### config.mk
export PLATFORM = sky130hd
export DESIGN_NAME = flpw_dpath
export DESIGN_NICKNAME = d
export VERILOG_FILES = /design/src/rtl/four_level_page_walk_defines.svh /design/src/rtl/flpw_pkg.sv /design/src/rtl/flpw_dpath.sv
export SDC_FILE = /design/constraint.sdc
export NUM_CORES = 1
export LEC_CHECK = 0
export ABC_CLOCK_PERIOD_IN_PS = 6300
export BUFFER_PORTS_ARGS = -buffer_cell sky130_fd_sc_hd__buf_2
export CAP_MARGIN = 0
export CORE_UTILIZATION = 30
export DETAILED_ROUTE_END_ITERATION = 8
export PLACE_DENSITY = 0.61
export SETUP_SLACK_MARGIN = 0.3
export SYNTH_ARGS = -nofsm -noshare
export SYNTH_HDL_FRONTEND = slang
export SYNTH_SLANG_ARGS = --single-unit
### constraint.sdc
create_clock -name i_clk -period 6.3 [get_ports i_clk]
set_input_delay 1.26 -clock i_clk [delete_from_list [all_inputs] [get_ports i_clk]]
set_output_delay 1.26 -clock i_clk [all_outputs]
set_load 0.005 [all_outputs]
### src/rtl/four_level_page_walk_defines.svh
// Assertion macros shared by the page walker RTL.
// Depends on nothing; the asserting module must have i_clk and i_rst_n.
`ifndef FOUR_LEVEL_PAGE_WALK_DEFINES_SVH
`define FOUR_LEVEL_PAGE_WALK_DEFINES_SVH

// Same-cycle implication, checked outside reset.
`define FLPW_ASSERT_NOW(lbl, ante, cons, msg) \
    lbl: assert property (@(posedge i_clk) disable iff (!i_rst_n) (ante) |-> (cons)) \
        else $error(msg);

// Next-cycle implication, checked outside reset.
`define FLPW_ASSERT_NEXT(lbl, ante, cons, msg) \
    lbl: assert property (@(posedge i_clk) disable iff (!i_rst_n) (ante) |=> (cons)) \
        else $error(msg);

`endif

### src/rtl/flpw_pkg.sv
// Types, constants and the microcode ROM of the four-level page walker.
// Depends on nothing; used by the top level, flpw_useq and flpw_dpath.
`default_nettype none

package flpw_pkg;

    localparam int TABLE_ENTRIES = 512;
    localparam int IDX_W         = 9;
    localparam int FRAME_W       = 40;
    localparam int PHYS_W        = 52;
    localparam int WIDX_W        = 14;
    localparam int CFG_IDX_W     = 1;
    localparam int CFG_DATA_W    = 5;

    localparam logic CMD_WRITE = 1'b0;
    localparam logic CMD_XLATE = 1'b1;

    localparam logic [CFG_IDX_W-1:0] CFG_ROOT_VALID = 1'd0;
    localparam logic [CFG_IDX_W-1:0] CFG_ROOT_FRAME = 1'd1;

    typedef struct packed {
        logic                command;
        logic [63:0]         virt_addr;
        logic [WIDX_W-1:0]   word_index;
        logic [63:0]         word_data;
    } t_in_item;

    typedef struct packed {
        logic [PHYS_W-1:0]   phys_addr;
        logic                mapped;
    } t_out_item;

    typedef enum logic [2:0] {
        ST_IDLE,
        ST_WRITE,
        ST_ROOT,
        ST_PML4,
        ST_PDPT,
        ST_PD,
        ST_PT
    } t_step;

    // Which slice of the virtual address indexes the table being read
    typedef enum logic [1:0] {
        LVL_PML4,
        LVL_PDPT,
        LVL_PD,
        LVL_PT
    } t_lvl;

    typedef struct packed {
        logic  dispatch;     // idle: branch on start and command
        logic  wr_en;        // store one table word
        logic  chk_root;     // root valid and canonical address
        logic  rd_en;        // read next table entry
        logic  rd_root;      // table base from root frame, else from entry
        t_lvl  idx_lvl;
        logic  chk_present;  // entry just read must be present
        logic  huge_en;      // page size bit ends the walk here
        logic  huge_1g;      // huge page is 1 GiB, else 2 MiB
        logic  leaf;         // entry just read is the 4 KiB leaf
        t_step next;
    } t_uop;

    typedef struct packed {
        logic finish;        // walk ends this step (mapped or fault)
    } t_stat;

    localparam t_uop UOP_NOP = '{
        dispatch: 1'b0, wr_en: 1'b0, chk_root: 1'b0, rd_en: 1'b0, rd_root: 1'b0,
        idx_lvl: LVL_PML4, chk_present: 1'b0, huge_en: 1'b0, huge_1g: 1'b0,
        leaf: 1'b0, next: ST_IDLE
    };

    function automatic t_uop uop_rom(input t_step step);
        t_uop u;
        u = UOP_NOP;
        unique case (step)
            ST_IDLE: begin
                u.dispatch = 1'b1;
            end
            ST_WRITE: begin
                u.wr_en = 1'b1;
            end
            ST_ROOT: begin
                u.chk_root = 1'b1;
                u.rd_en    = 1'b1;
                u.rd_root  = 1'b1;
                u.idx_lvl  = LVL_PML4;
                u.next     = ST_PML4;
            end
            ST_PML4: begin
                u.chk_present = 1'b1;
                u.rd_en       = 1'b1;
                u.idx_lvl     = LVL_PDPT;
                u.next        = ST_PDPT;
            end
            ST_PDPT: begin
                u.chk_present = 1'b1;
                u.huge_en     = 1'b1;
                u.huge_1g     = 1'b1;
                u.rd_en       = 1'b1;
                u.idx_lvl     = LVL_PD;
                u.next        = ST_PD;
            end
            ST_PD: begin
                u.chk_present = 1'b1;
                u.huge_en     = 1'b1;
                u.rd_en       = 1'b1;
                u.idx_lvl     = LVL_PT;
                u.next        = ST_PT;
            end
            ST_PT: begin
                u.chk_present = 1'b1;
                u.leaf        = 1'b1;
            end
            default: begin
                u = UOP_NOP;
            end
        endcase
        return u;
    endfunction

endpackage

`default_nettype wire

### src/rtl/flpw_dpath.sv
// Walker datapath: item latch, table address and checks, result register.
// Depends on flpw_pkg; drives the table RAM ports.
`default_nettype none

module flpw_dpath #(
    parameter int MEM_WORDS = 16384,
    parameter int AW        = $clog2(MEM_WORDS)
) (
    input  wire logic                            i_clk,
    input  wire logic                            i_rst_n,
    input  wire logic                            i_load,
    input  flpw_pkg::t_in_item                   i_item,
    input  flpw_pkg::t_uop                       i_uop,
    input  wire logic                            i_root_valid,
    input  wire logic [flpw_pkg::CFG_DATA_W-1:0] i_root_frame,
    output flpw_pkg::t_stat                      o_stat,
    output logic                                 o_ram_we,
    output logic [AW-1:0]                        o_ram_waddr,
    output logic [63:0]                          o_ram_wdata,
    output logic                                 o_ram_re,
    output logic [AW-1:0]                        o_ram_raddr,
    input  wire logic [63:0]                     i_ram_rdata,
    output logic                                 o_done,
    output flpw_pkg::t_out_item                  o_result
);

    localparam int NUM_TABLES = MEM_WORDS / flpw_pkg::TABLE_ENTRIES;
    localparam int WCMP_W     = 21;
    localparam int ADDR_FW    = flpw_pkg::FRAME_W + flpw_pkg::IDX_W;

    flpw_pkg::t_in_item  r_item;
    logic                r_done;
    flpw_pkg::t_out_item r_result;
    flpw_pkg::t_out_item n_result;

    logic [63:0]                    va;
    logic [63:0]                    ent;
    logic                           canon;
    logic [flpw_pkg::FRAME_W-1:0]   frame_sel;
    logic [flpw_pkg::IDX_W-1:0]     idx;
    logic [ADDR_FW-1:0]             addr_full;
    logic                           bound_ok;
    logic                           huge_hit;
    logic                           leaf_hit;
    logic                           fault;
    logic                           finish;
    logic [WCMP_W-1:0]              widx;

    always_ff @(posedge i_clk) begin
        if (i_load) begin
            r_item <= i_item;
        end
    end

    assign va  = r_item.virt_addr;
    assign ent = i_ram_rdata;

    // bits 63..47 must all match bit 47
    assign canon = (&va[63:47]) | ~(|va[63:47]);

    always_comb begin
        case (i_uop.idx_lvl)
            flpw_pkg::LVL_PML4: idx = va[47:39];
            flpw_pkg::LVL_PDPT: idx = va[38:30];
            flpw_pkg::LVL_PD:   idx = va[29:21];
            flpw_pkg::LVL_PT:   idx = va[20:12];
            default:            idx = va[47:39];
        endcase
    end

    assign frame_sel = i_uop.rd_root ? flpw_pkg::FRAME_W'(i_root_frame) : ent[51:12];
    assign bound_ok  = frame_sel < flpw_pkg::FRAME_W'(NUM_TABLES);
    assign addr_full = {frame_sel, idx};

    assign huge_hit = i_uop.huge_en & ent[0] & ent[7];
    assign leaf_hit = i_uop.leaf & ent[0];

    // present check first, then page size, then bound of the next table
    assign fault = (i_uop.chk_root & ~(i_root_valid & canon))
                 | (i_uop.chk_present & ~ent[0])
                 | (i_uop.rd_en & ~huge_hit & ~bound_ok);
    assign finish = fault | huge_hit | leaf_hit;

    assign o_stat.finish = finish;
    assign o_ram_re      = i_uop.rd_en & ~finish;
    assign o_ram_raddr   = addr_full[AW-1:0];

    assign widx        = WCMP_W'(r_item.word_index);
    assign o_ram_we    = i_uop.wr_en & (widx < WCMP_W'(MEM_WORDS));
    assign o_ram_waddr = widx[AW-1:0];
    assign o_ram_wdata = r_item.word_data;

    always_comb begin
        n_result.mapped = ~fault;
        if (fault) begin
            n_result.phys_addr = '0;
        end else if (huge_hit && i_uop.huge_1g) begin
            n_result.phys_addr = {ent[51:30], va[29:0]};
        end else if (huge_hit) begin
            n_result.phys_addr = {ent[51:21], va[20:0]};
        end else begin
            n_result.phys_addr = {ent[51:12], va[11:0]};
        end
    end

    always_ff @(posedge i_clk) begin
        if (!i_rst_n) begin
            r_done <= 1'b0;
        end else begin
            r_done <= finish;
        end
    end

    always_ff @(posedge i_clk) begin
        if (finish) begin
            r_result <= n_result;
        end
    end

    assign o_done   = r_done;
    assign o_result = r_result;

endmodule

`default_nettype wire
==> impl_metrics.sql <==
INSERT INTO impl_metrics (metric_group, metric, value, unit) VALUES
('die', 'design.die.area', '0.0261', 'sq mm'),
('global_routing', 'globalRouteTotalUtil', '13.8', '%'),
('drt', 'wirelength', '18300', 'microns'),
('sta', 'hold_violations', '0', ''),
('sta', 'worst_slew_pin_slew', '0.858', 'ns'),
('drt', 'violation_count_after_the_first_detailed_route_iteration', '224', ''),
('die', 'die_ht', '161', 'microns'),
('sta', 'achievable-frequency', '208', 'MHz'),
('critical_path', 'timing.critical_path.mode_cell', 'sky130_fd_sc_hd__buf_2', ''),
('sta', 'timing.final.crit_share', '76.2', '%'),
('critical_path', 'worst-endpoint-arrival', '3.54', 'ns'),
('yosys', 'post_synth.cell_area_avg', '17.7', 'sq um'),
('global_routing', 'pin_count_of_the_biggest_net_entering_global_routing', '94', ''),
('critical_path', 'timing.rr.start', 'va[47]$_DFFE_PP_', ''),
('final_layout', 'num_antenna_cells', '0', ''),
('yosys', 'synth.yosys.seq_area_share', '77.0', '%'),
('drt', 'vias_per_cell', '4.23', ''),
('yosys', 'postSynthCellCount', '431', ''),
('global_routing', 'gr-total-overflow', '0', ''),
('yosys', 'synth_top_area_cell', 'sky130_fd_sc_hd__edfxtp_1', ''),
('critical_path', 'largest_fanout_on_the_critical_path', '54', ''),
('place', 'dp_cells', '1018', ''),
('yosys', 'syn_nets', '661', ''),
('die', 'floorplan.initialDensity', '31.0', '%'),
('global_routing', 'wire_length_of_the_first_global_routing_pass', '25900', 'microns'),
('clock_network', 'clock_latency', '0.42', 'ns'),
('pwr', 'power-per-cell-area', '299', 'mW/mm^2'),
('critical_path', 'critPathSlowestCell', 'sky130_fd_sc_hd__or4_1', ''),
('critical_path', 'critical_path.endpoint_type', 'primary output', ''),
('die', 'boundaryPins', '379', ''),
('critical_path', 'critPathLaunchType', 'input pin', ''),
('worst_hold_path', 'hold_path.startpoint', 'va[1]$_DFFE_PP_', ''),
('pwr', 'totalPowerFinal', '2.91', 'mW'),
('yosys', 'synthesis.area', '0.00763', 'sq mm'),
('critical_path', 'regToRegEndpoint', 'o_result[28]$_SDFFCE_PP0P_', ''),
('drt', 'dr_total_vias', '4436', ''),
('clock_network', 'cts_root_buffer', 'sky130_fd_sc_hd__clkbuf_16', ''),
('final_layout', 'finalInstanceArea', '0.00971', 'sq mm'),
('place', 'gpl.final_weighted_congestion', '0.771', ''),
('run', 'max-cap-violations', '0', ''),
('die', 'num_rows', '57', ''),
('clock_network', 'tritoncts', 'built', ''),
('pwr', 'vdd.ir_drop.worst', '0.000135', 'V'),
('sta', 'min_period', '4.80', 'ns'),
('sta', 'maxSlewHeadroom', '42.8', '%'),
('critical_path', 'worstPathCellList', 'buf_2, or4_1, nor4_1, a311oi_1, a211oi_1, inv_2, buf_4, buf_2', ''),
('final_layout', 'layout-drive-gt1-share', '57.0', '%'),
('yosys', 'yosys_warnings', '0', ''),
('global_routing', 'first_global_vias', '4496', ''),
('clock_network', 'cts-resized-gates', '0', ''),
('critical_path', 'worstRegToRegCells', '6', ''),
('pwr', 'seqPwrFrac', '54.6', '%'),
('run_status', 'run_status', 'finished, final reports clean', ''),
('pwr', 'internal-power', '2.24', 'mW'),
('sta', 'timing.clock.skew', '0.00812', 'ns'),
('yosys', 'synth.distinct_cells', '28', ''),
('pwr', 'power.leakage', '4.09', 'nW'),
('pwr', 'pwr-share-comb', '8.7', '%'),
('final_layout', 'design.final.nets', '943', ''),
('worst_hold_path', 'worst_hold_path.num_cells', '1', ''),
('pwr', 'power.clock.fraction', '36.7', '%'),
('drt', 'wl_per_cell', '17.4', 'microns'),
('die', 'die-width', '161', 'microns'),
('sta', 'post-route-worst-setup-slack', '1.50', 'ns'),
('pwr', 'p_sw_share', '22.9', '%'),
('sta', 'rsz0062_at_grt', 'false', ''),
('critical_path', 'reg2reg_setup_slack', '3.57', 'ns'),
('critical_path', 'data_required_critical_path', '5.04', 'ns'),
('yosys', 'synthDominantCellAreaShare', '76.8', '%'),
('sta', 'timing.final.max_slew_violations', '0', ''),
('place', 'placement_setup_slack', '1.42', 'ns');
[cells in the mapped netlist, drive strengths merged]
cell type,number
a211o,1
a211oi,2
a21boi,20
a311oi,1
and2,36
and3,1
buf,86
clkbuf,3
dfxtp,1
edfxtp,195
inv,1
mux2,5
mux4,9
nand2,42
nand2b,1
nand3,1
nand4,6
nor2,2
nor2b,2
nor4,10
nor4b,1
o211a,1
o22a,1
or4,3
[power by group through the flow]
| stage | Sequential, mW | Clock [mW] | Combinational (mW) |
|---|---|---|---|
| floorplan | 1.61 | 0 | 0.122 |
| global placement | 1.62 | 0 | 0.256 |
| detailed placement | 1.62 | 0 | 0.259 |
| CTS | 1.59 | 1.11 | 0.260 |
| global route | 1.60 | 1.15 | 0.277 |
| finish | 1.59 | 1.07 | 0.254 |
[registers in the layout, summed over array words and instances (netlist names)]
signal,cells
o_done,1
o_ram_waddr,14
o_ram_wdata,64
o_result,53
va,64
[cell usage in the layout, fill, tap and decap left out, drive strengths merged]
cell type / synthesis / routed
or4: 3 / 3
nor4: 10 / 10
a211o: 1 / 1
and2: 36 / 36
a311oi: 1 / 1
clkbuf: 3 / 17
clkinvlp: 0 / 3
clkinv: 0 / 5
nor2b: 2 / 2
nand2b: 1 / 1
nor2: 2 / 2
nand3: 1 / 1
inv: 1 / 6
bufinv: 0 / 1
and3: 1 / 1
buf: 86 / 352
nand4: 6 / 6
edfxtp: 195 / 195
dfxtp: 1 / 1
nor4b: 1 / 1
mux2: 5 / 5
nand2: 42 / 42
o22a: 1 / 1
mux4: 9 / 9
a211oi: 2 / 2
a21boi: 20 / 20
o211a: 1 / 1
[layer usage]
metal / share of wire [%] / vias up / GRT usage [%]
met5: 0.43 / - / 0
met4: 1.1 / 12 / 4.67
met3: 10 / 20 / 5.52
met2: 50 / 243 / 23.9
met1: 38 / 2074 / 15.3
li1: - / 2087 / -
[how the worst max path moves through the flow]
stage          cells after the start  endpoint             from  slack [ns]
5_1_grt                            8    o_stat  i_ram_rdata[46]        1.31
3_5_place_dp                       8    o_stat  i_ram_rdata[46]        1.42
4_1_cts                            8    o_stat  i_ram_rdata[46]        1.42
3_3_place_gp                       8    o_stat  i_ram_rdata[46]        1.41
2_1_floorplan                      5    o_stat        i_uop[10]        1.81
6_report                           8    o_stat  i_ram_rdata[46]        1.50
[cell type report]
class | count | area (sq um)
multi-input cells | 145 | 1080
inverters | 1 | 3.75
fillers | 2353 | 14900
clock inverters | 14 | 145
well taps | 324 | 405
repair buffers | 352 | 1780
flip-flops and latches | 196 | 5880
clock buffers | 17 | 425
[kinds of logic after synthesis]
kind of cell    share of synthesized area, %
buf+inv                                 8.81
flops                                   77.0
compound gates                          3.54
mux                                     3.40
simple gates                            7.23
[worst max-delay path, delay by kind of cell]
kind	cells	cell delay, ns
simple gates	2	0.86
compound gates	2	0.67
buf+inv	4	0.71
[through the flow]
step	utilization (%)	hold slack, ns
2_1_floorplan	-	0.497
5_1_grt	39.5	0.526
6_report	39.5	0.519
3_5_place_dp	37.2	0.501
3_3_place_gp	37.2	0.500
4_1_cts	39.5	0.518
Power figures use the tool's default switching activity.
