## src/rtl/four_level_page_walk_defines.svh

```systemverilog
// Assertion macros shared by the page walker RTL.
// Depends on nothing; the asserting module must have i_clk and i_rst_n.
`ifndef FOUR_LEVEL_PAGE_WALK_DEFINES_SVH
`define FOUR_LEVEL_PAGE_WALK_DEFINES_SVH

// Same-cycle implication, checked outside reset.
`define FLPW_ASSERT_NOW(lbl, ante, cons, msg) \
    lbl: assert property (@(posedge i_clk) disable iff (!i_rst_n) (ante) |-> (cons)) \
        else $error(msg);

// Next-cycle implication, checked outside reset.
`define FLPW_ASSERT_NEXT(lbl, ante, cons, msg) \
    lbl: assert property (@(posedge i_clk) disable iff (!i_rst_n) (ante) |=> (cons)) \
        else $error(msg);

`endif

```

## src/rtl/flpw_pkg.sv

```systemverilog
// Types, constants and the microcode ROM of the four-level page walker.
// Depends on nothing; used by the top level, flpw_useq and flpw_dpath.
`default_nettype none

package flpw_pkg;

    localparam int TABLE_ENTRIES = 512;
    localparam int IDX_W         = 9;
    localparam int FRAME_W       = 40;
    localparam int PHYS_W        = 52;
    localparam int WIDX_W        = 14;
    localparam int CFG_IDX_W     = 1;
    localparam int CFG_DATA_W    = 5;

    localparam logic CMD_WRITE = 1'b0;
    localparam logic CMD_XLATE = 1'b1;

    localparam logic [CFG_IDX_W-1:0] CFG_ROOT_VALID = 1'd0;
    localparam logic [CFG_IDX_W-1:0] CFG_ROOT_FRAME = 1'd1;

    typedef struct packed {
        logic                command;
        logic [63:0]         virt_addr;
        logic [WIDX_W-1:0]   word_index;
        logic [63:0]         word_data;
    } t_in_item;

    typedef struct packed {
        logic [PHYS_W-1:0]   phys_addr;
        logic                mapped;
    } t_out_item;

    typedef enum logic [2:0] {
        ST_IDLE,
        ST_WRITE,
        ST_ROOT,
        ST_PML4,
        ST_PDPT,
        ST_PD,
        ST_PT
    } t_step;

    // Which slice of the virtual address indexes the table being read
    typedef enum logic [1:0] {
        LVL_PML4,
        LVL_PDPT,
        LVL_PD,
        LVL_PT
    } t_lvl;

    typedef struct packed {
        logic  dispatch;     // idle: branch on start and command
        logic  wr_en;        // store one table word
        logic  chk_root;     // root valid and canonical address
        logic  rd_en;        // read next table entry
        logic  rd_root;      // table base from root frame, else from entry
        t_lvl  idx_lvl;
        logic  chk_present;  // entry just read must be present
        logic  huge_en;      // page size bit ends the walk here
        logic  huge_1g;      // huge page is 1 GiB, else 2 MiB
        logic  leaf;         // entry just read is the 4 KiB leaf
        t_step next;
    } t_uop;

    typedef struct packed {
        logic finish;        // walk ends this step (mapped or fault)
    } t_stat;

    localparam t_uop UOP_NOP = '{
        dispatch: 1'b0, wr_en: 1'b0, chk_root: 1'b0, rd_en: 1'b0, rd_root: 1'b0,
        idx_lvl: LVL_PML4, chk_present: 1'b0, huge_en: 1'b0, huge_1g: 1'b0,
        leaf: 1'b0, next: ST_IDLE
    };

    function automatic t_uop uop_rom(input t_step step);
        t_uop u;
        u = UOP_NOP;
        unique case (step)
            ST_IDLE: begin
                u.dispatch = 1'b1;
            end
            ST_WRITE: begin
                u.wr_en = 1'b1;
            end
            ST_ROOT: begin
                u.chk_root = 1'b1;
                u.rd_en    = 1'b1;
                u.rd_root  = 1'b1;
                u.idx_lvl  = LVL_PML4;
                u.next     = ST_PML4;
            end
            ST_PML4: begin
                u.chk_present = 1'b1;
                u.rd_en       = 1'b1;
                u.idx_lvl     = LVL_PDPT;
                u.next        = ST_PDPT;
            end
            ST_PDPT: begin
                u.chk_present = 1'b1;
                u.huge_en     = 1'b1;
                u.huge_1g     = 1'b1;
                u.rd_en       = 1'b1;
                u.idx_lvl     = LVL_PD;
                u.next        = ST_PD;
            end
            ST_PD: begin
                u.chk_present = 1'b1;
                u.huge_en     = 1'b1;
                u.rd_en       = 1'b1;
                u.idx_lvl     = LVL_PT;
                u.next        = ST_PT;
            end
            ST_PT: begin
                u.chk_present = 1'b1;
                u.leaf        = 1'b1;
            end
            default: begin
                u = UOP_NOP;
            end
        endcase
        return u;
    endfunction

endpackage

`default_nettype wire

```

## src/rtl/flpw_useq.sv

```systemverilog
// Microcode sequencer: step register, control ROM lookup and branches.
// Depends on flpw_pkg and four_level_page_walk_defines.svh.
`default_nettype none
`include "four_level_page_walk_defines.svh"

module flpw_useq (
    input  wire logic            i_clk,
    input  wire logic            i_rst_n,
    input  wire logic            i_start,
    input  wire logic            i_command,
    input  flpw_pkg::t_stat      i_stat,
    output flpw_pkg::t_uop       o_uop,
    output logic                 o_busy
);

    flpw_pkg::t_step r_step;
    flpw_pkg::t_step n_step;
    flpw_pkg::t_uop  uop;

    always_ff @(posedge i_clk) begin
        if (!i_rst_n) begin
            r_step <= flpw_pkg::ST_IDLE;
        end else begin
            r_step <= n_step;
        end
    end

    always_comb begin
        uop = flpw_pkg::uop_rom(r_step);
        if (uop.dispatch) begin
            if (!i_start) begin
                n_step = flpw_pkg::ST_IDLE;
            end else if (i_command == flpw_pkg::CMD_WRITE) begin
                n_step = flpw_pkg::ST_WRITE;
            end else begin
                n_step = flpw_pkg::ST_ROOT;
            end
        end else if (i_stat.finish) begin
            n_step = flpw_pkg::ST_IDLE;
        end else begin
            n_step = uop.next;
        end
    end

    assign o_uop  = uop;
    assign o_busy = (r_step != flpw_pkg::ST_IDLE);

    `FLPW_ASSERT_NEXT(a_start_leaves_idle, (r_step == flpw_pkg::ST_IDLE) && i_start, r_step != flpw_pkg::ST_IDLE, "accepted transaction did not start")
    `FLPW_ASSERT_NEXT(a_pt_ends_walk, r_step == flpw_pkg::ST_PT, r_step == flpw_pkg::ST_IDLE, "walk ran past the PT step")
    `FLPW_ASSERT_NEXT(a_write_one_step, r_step == flpw_pkg::ST_WRITE, r_step == flpw_pkg::ST_IDLE, "write took more than one step")
    `FLPW_ASSERT_NOW(a_no_finish_outside_walk, (r_step == flpw_pkg::ST_IDLE) || (r_step == flpw_pkg::ST_WRITE), !i_stat.finish, "walk finish outside a walk step")

endmodule

`default_nettype wire

```

## config.mk

```make
export PLATFORM = sky130hd
export DESIGN_NAME = flpw_useq
export DESIGN_NICKNAME = d
export VERILOG_FILES = /design/src/rtl/flpw_pkg.sv /design/src/rtl/flpw_useq.sv
export VERILOG_INCLUDE_DIRS = /design/src /design/src/rtl
export SDC_FILE = /design/constraint.sdc
export NUM_CORES = 1
export LEC_CHECK = 0
export BUFFER_PORTS_ARGS = -buffer_cell sky130_fd_sc_hd__buf_2
export CAP_MARGIN = 20
export CORE_AREA = 2 2 39 41
export CTS_CLUSTER_SIZE = 16
export DETAILED_ROUTE_END_ITERATION = 7
export DIE_AREA = 0 0 41 43
export GPL_TIMING_DRIVEN = 0
export SLEW_MARGIN = 20
export SYNTH_ARGS = -nofsm -noshare
export SYNTH_HDL_FRONTEND = slang
export SYNTH_SLANG_ARGS = --single-unit
```

## constraint.sdc

```tcl
create_clock -name i_clk -period 1.9 [get_ports i_clk]
set_input_delay 0.38 -clock i_clk [delete_from_list [all_inputs] [get_ports i_clk]]
set_output_delay 0.38 -clock i_clk [all_outputs]
set_load 0.02 [all_outputs]
```

==> summary.md, run 1 <==
| Metric | Value |
|---|---|
| CTS H-tree lvls | 1 |
| Slew Limit Fails | 0 |
| Ys flop type | dfxtp_1 |
| Post-synth EDFFs | 0 |
| Delay-heaviest family, CP | buffers and inverters |
| First-pass GRT wire length | 1010 um |
| Worst setup path class | reg -> out |
| Post-cts resize count | 0 |
| Layout Nets | 65 |
| Core area | 0.00138 mm2 |
| Unrepaired setup endpoints after global routing | false |
| Vias | 312 |
| Critical path's slowest cell | dfxtp_1 |
| Die ar. | 0.00176 mm2 |
| CTS tree | yes |
| Setup bufs post-CTS | 0 |
| Logic pwr share | 28.8% |
| Vias in the first global route | 251 |
| Setup TNS | 0 ns |
| Critical path's largest stage delay | 0.30 ns |
| Ys Warns | 0 |
| Max reg flops | 3 |
| HP Class | in -> reg |
| Final worst path period share | 86.1% |
| Top post-synthesis cells by area | dfxtp_1 21%, buf_4 7.8%, buf_6 7.8% |
| P per Cell Area | 582 mW/mm2 |
| Share of the synthesized area in the top cell type | 20.8% |
| Avg WL per Cell | 9.04 um |
| Area Growth Syn to Fin | 48.9% |
| Hold_ws | 0.424 ns |
| NetSw | 76.9 uW |
| Mapped cell area | 289 um2 |
| Synth unique cells | 22 |
| Final GP Congestion | 0.752 |
| Net Sw Frac | 30.7% |
| # IOs | 20 |
| Crit start category | register |
| Async S/R FF share, synth | 0% |
| Most frequent CP cell | buf_4 |
| Detail Route met3 WL | 51 um |
| Max Fclk | 0.611 GHz |
| Area of the multi-input gates | 169 um2 |
| Worst-Margin Slew | 0.233 ns |
| Largest net degree at the start of global routing | 11 |
| Biggest regs | r_step: 3 flops |
| R2r worst-path depth | 4 |
| Most flop-heavy register | r_step |
| Synth area leader | dfxtp_1 |
| Max Cap Viol | 0 |
| Status | finished, final reports clean |
| Clock power frac | 44.2% |
| DR iter-0 viols | 1 |
| Initial Util | 20.9% |
| Antenna violations before repair | 0 |
| Clock transition at the registers of the reported paths | 0.04 ns |
| DR vias/cell | 4.16 |
| Hold-critical path depth | 3 |
| Die height | 43 um |
| # setup viols final | 0 |
| DRT met1 WL | 310 um |
| CP Max Fanout | 10 |
| WL met2 | 317 um |
| Avg Cell Area, Syn | 8.03 um2 |
| Ant. Diodes | 0 |
| Clock tree buffer depth | 2 |
| Root Driver | clkbuf_4 |
| Routed WL | 678 um |
| Residual DRC count | 0 |
| Syn_nets | 41 |
| Hold_buf cts | 0 |
| P_int | 174 uW |
| Leakage | 0.000252 uW |
| Post-synthesis cell count | 36 |
| Clk Latency, worst-skew pair | 0.23 ns |
| Skew final | 0.000185 ns |
| Sink Count | 3 |
| Sequential power share | 27.0% |
| IO buf count | 19 |
| Post-DRT Antenna Nets | 0 |
| Slew HR | 84.3% |
| Post-synthesis sequential area ratio | 20.8% |
| TritonCTS Buffers | 3 |
| Peak supply drop | 0.226 mV |
| CP Depth | 6 |
| CP Data Required Time | 1.52 ns |
| Fin crit period | 1.64 ns |
| All-layer global routing usage | 8.63% |
| Hold Violations, Final | 0 |
| Synth Register Bits | 3 |
| Register area | 60.1 um2 |
| Num rows | 14 |
| Filler Cell Count | 153 |
| R2R setup slack | 0.82 ns |
| Share of cells above drive strength 1 | 52.5% |
| Worst EP arrival | 1.26 ns |
| Worst Setup End Kind | output port |
| Detailed Routing Iterations Pass 1 | 4 |
| Top post-synthesis cells by count | 4 x inv_1, 3 x buf_4, 3 x dfxtp_1, 3 x nand2_1 |
| Final HPWL DP | 537 um |
| Count leader, synth | inv_1 |
| Die width | 41 um |
| Total grt overflow | 0 |
| CP Buf/Inv Count | 4 |
| CP cell instances | buf_4 -> nor2_1 -> nand2_1 -> inv_1 -> buf_4 -> buf_2 |
| Top sig layer | met3 |
through the flow:
step | std cells | worst slack, ns | cell area (um2) | utilization (%) | total power (uW)
global route | 75 | 0.139 | 430 | 31.1 | 272
CTS | 75 | 0.242 | 430 | 31.1 | 258
finish | 75 | 0.264 | 430 | 31.1 | 251
global placement | 71 | 0.516 | 404 | 29.2 | 140
floorplan | 36 | 0.236 | 289 | - | 119
detailed placement | 71 | 0.498 | 404 | 29.2 | 141
layout make-up:
| type | count | share of cell area, % |
|---|---|---|
| Inverter | 4 | 3.49 |
| Tap cell | 16 | 4.65 |
| Buffer | 5 | 10.5 |
| Multi-Input combinational cell | 24 | 39.2 |
| Sequential cell | 3 | 14.0 |
| Clock buffer | 4 | 6.10 |
| Timing Repair Buffer | 19 | 22.1 |
final timing paths:
check                                  to  startpoint
worst max-delay path            o_uop[11]   r_step[0]
worst min-delay path            r_step[0]     i_rst_n
worst max register to register  r_step[1]   r_step[2]
worst min register to register  r_step[0]   r_step[0]
cell families after synthesis:
kind of cell	Yosys count	share of synthesized area, %
buf+inv	9	20.8
compound gates	6	17.8
simple gates	16	34.6
flops	3	20.8
xor+xnor	2	6.06
layout by cell type, fill, tap and decap left out, types with 2 or more instances in the layout:
cell,synthesis,final
buf_2,0,19
nand2_1,3,3
nor2_1,2,2
buf_6,2,2
dfxtp_1,3,3
clkbuf_4,0,3
nand2b_1,2,2
inv_1,4,4
buf_4,3,3
o21ai_0,2,2
nor3b_1,2,2
layer usage:
| layer | up-vias | track usage, % |
|---|---|---|
| met2 | 12 | 10.9 |
| met4 | 0 | 6.00 |
| met1 | 136 | 11.5 |
| li1 | 164 | - |
| met3 | 0 | 3.14 |
| met5 | - | 0 |
power by group through the flow:
stage | sequential, uW | combinational (uW) | clock [uW]
CTS | 67.6 | 72.9 | 118
global placement | 68.5 | 71.5 | 0
floorplan | 68.3 | 50.2 | 0
finish | 67.6 | 72.2 | 111
detailed placement | 68.6 | 72.7 | 0
global route | 67.6 | 79.1 | 125
worst min-delay path, cell delays in order:
cell and delay, ns:
buf_2 0.10, inv_1 0.07, nor3_1 0.05
Note: power is estimated with default switching activity, not from simulation.
==> run 2, diff against run 1 <==
CTS_BUF_LIST = sky130_fd_sc_hd__clkbuf_4   (was default)
==> summary.md, run 2 (synthesis gave the netlist of run 1 again) <==
| Metric | Value |
|---|---|
| Status | finished, final reports clean |
| CP Max Fanout | 10 (unchanged) |
| Worst-Margin Slew | 0.233 ns (unchanged) |
| Unrepaired setup endpoints after global routing | false |
| R2r worst-path depth | 4 (unchanged) |
| HP Class | in -> reg |
| Final GP Congestion | 0.752 (unchanged) |
| Clk Latency, worst-skew pair | 0.23 ns (about the same) |
| CP Data Required Time | 1.52 ns (about the same) |
| Detailed Routing Iterations Pass 1 | 4 (unchanged) |
| Skew final | 0.000510 ns (+0.000325 ns) |
| Final HPWL DP | 537 um (unchanged) |
| Delay-heaviest family, CP | buffers and inverters |
| Layout Nets | 65 (unchanged) |
| DR vias/cell | 4.20 (+0.96%) |
| Critical path's largest stage delay | 0.30 ns (about the same) |
| Biggest regs | r_step: 3 flops |
| Hold-critical path depth | 3 (unchanged) |
| Final worst path period share | 86.2% (about the same) |
| Area Growth Syn to Fin | 50.2% |
| Setup TNS | 0 ns (unchanged) |
| Hold_buf cts | 0 (unchanged) |
| Hold Violations, Final | 0 (unchanged) |
| Setup bufs post-CTS | 0 (unchanged) |
| Design area | 434 um2 (+0.87%) |
| Clock transition at the registers of the reported paths | 0.04 ns (about the same) |
| Die ar. | 0.00176 mm2 (unchanged) |
| Core area | 0.00138 mm2 (unchanged) |
| Worst Setup End Kind | output port |
| Root Driver | clkbuf_4 |
| Most common cell after layout, fill and taps aside | buf_2 |
| Routed WL | 689 um (+1.6%) |
| Die width | 41 um (unchanged) |
| # IOs | 20 (unchanged) |
| Die height | 43 um (unchanged) |
| CTS H-tree lvls | 1 (unchanged) |
| Largest net degree at the start of global routing | 11 (unchanged) |
| All-layer global routing usage | 9.23% (+0.60 points) |
| Clock tree buffer depth | 2 (unchanged) |
| CTS tree | yes |
| CP cell instances | buf_4 -> nor2_1 -> nand2_1 -> inv_1 -> buf_4 -> buf_2 |
| Crit start category | register |
| Vias in the first global route | 245 (-2.4%) |
| Avg WL per Cell | 9.19 um (+1.6%) |
| CP Depth | 6 (unchanged) |
| R2R setup slack | 0.82 ns (about the same) |
| CP Buf/Inv Count | 4 (unchanged) |
| Slew HR | 84.3% (unchanged) |
| Sink Count | 3 (unchanged) |
| Residual DRC count | 0 (unchanged) |
| P per Cell Area | 612 mW/mm2 (+5.1%) |
| Fin crit period | 1.64 ns (+0.00136 ns) |
| IO buf count | 19 (unchanged) |
| Ant. Diodes | 0 (unchanged) |
| Vias | 315 (+0.96%) |
| Post-DRT Antenna Nets | 0 (unchanged) |
| Peak supply drop | 0.226 mV (about the same) |
| Critical path's slowest cell | dfxtp_1 |
| Share of cells above drive strength 1 | 54.2% (+1.7 points) |
| First-pass GRT wire length | 1040 um (+2.1%) |
| Worst EP arrival | 1.26 ns (about the same) |
| Most frequent CP cell | buf_4 |
| Leakage | 0.000255 uW (+1.4%) |
| Slew Limit Fails | 0 (unchanged) |
| Max reg flops | 3 (unchanged) |
| Max Fclk | 0.611 GHz (about the same) |
| Num rows | 14 (unchanged) |
| Initial Util | 20.9% (unchanged) |
| DR iter-0 viols | 4 (+3) |
| Total grt overflow | 0 (unchanged) |
| Antenna violations before repair | 0 (unchanged) |
| TritonCTS Buffers | 3 (unchanged) |
| Dpl cell area | 404 um2 (unchanged) |
| Commonest non-fill, non-tap cells in the layout | 19 x buf_2, 4 x inv_1, 4 x clkbuf_4 |
| Post-cts resize count | 0 (unchanged) |
| Most flop-heavy register | r_step |
| Max Cap Viol | 0 (unchanged) |
| Worst setup path class | reg -> out |
| # setup viols final | 0 (unchanged) |
-- run 2: cell type report --
cell class / instances / area [um2]
Fill cell: 153 / 950
Multi-Input combinational cell: 24 / 169
Timing Repair Buffer: 19 / 95.1
Sequential cell: 3 / 60.1
Buffer: 5 / 45.0
Clock buffer: 4 / 30.0
Tap cell: 16 / 20.0
Inverter: 4 / 15.0
-- run 2: power by group --
group	internal, uW	total, uW	switching, uW
clock	92.9	126	33.0
combinational	28.9	72.2	43.3
sequential	66.2	67.6	1.38
-- run 2: layer usage --
| metal | wire, um | track usage, % | vias up | part of all wire [%] |
|---|---|---|---|---|
| met5 | 0 | 0 | - | 0 |
| met4 | 0 | 8.00 | 0 | 0 |
| met3 | 51 | 4.71 | 0 | 7.4 |
| met2 | 323 | 10.9 | 12 | 47 |
| met1 | 314 | 11.5 | 139 | 46 |
| li1 | - | - | 164 | - |
-- run 2: tightest hold or removal path, cell delays in order --
cell    delay (ns)
buf_2         0.10
inv_1         0.07
nor3_1        0.05
-- run 2: stage by stage --
step                      total power [uW]  util, %  cells  worst slack [ns]  hold WS (ns)
after floorplan                        119        -     36             0.236         0.533
after global placement                 140     29.2     71             0.516         0.575
after detailed placement               141     29.2     71             0.498         0.575
after CTS                              273     31.4     75             0.240         0.413
after global routing                   290     31.4     75             0.131         0.425
final                                  266     31.4     75             0.263         0.422
-- run 2: final timing paths --
| path | start | endpoint |
|---|---|---|
| max | r_step[0] | o_uop[11] |
| max reg2reg | r_step[2] | r_step[1] |
| min | i_rst_n | r_step[0] |
| min reg2reg | r_step[0] | r_step[0] |
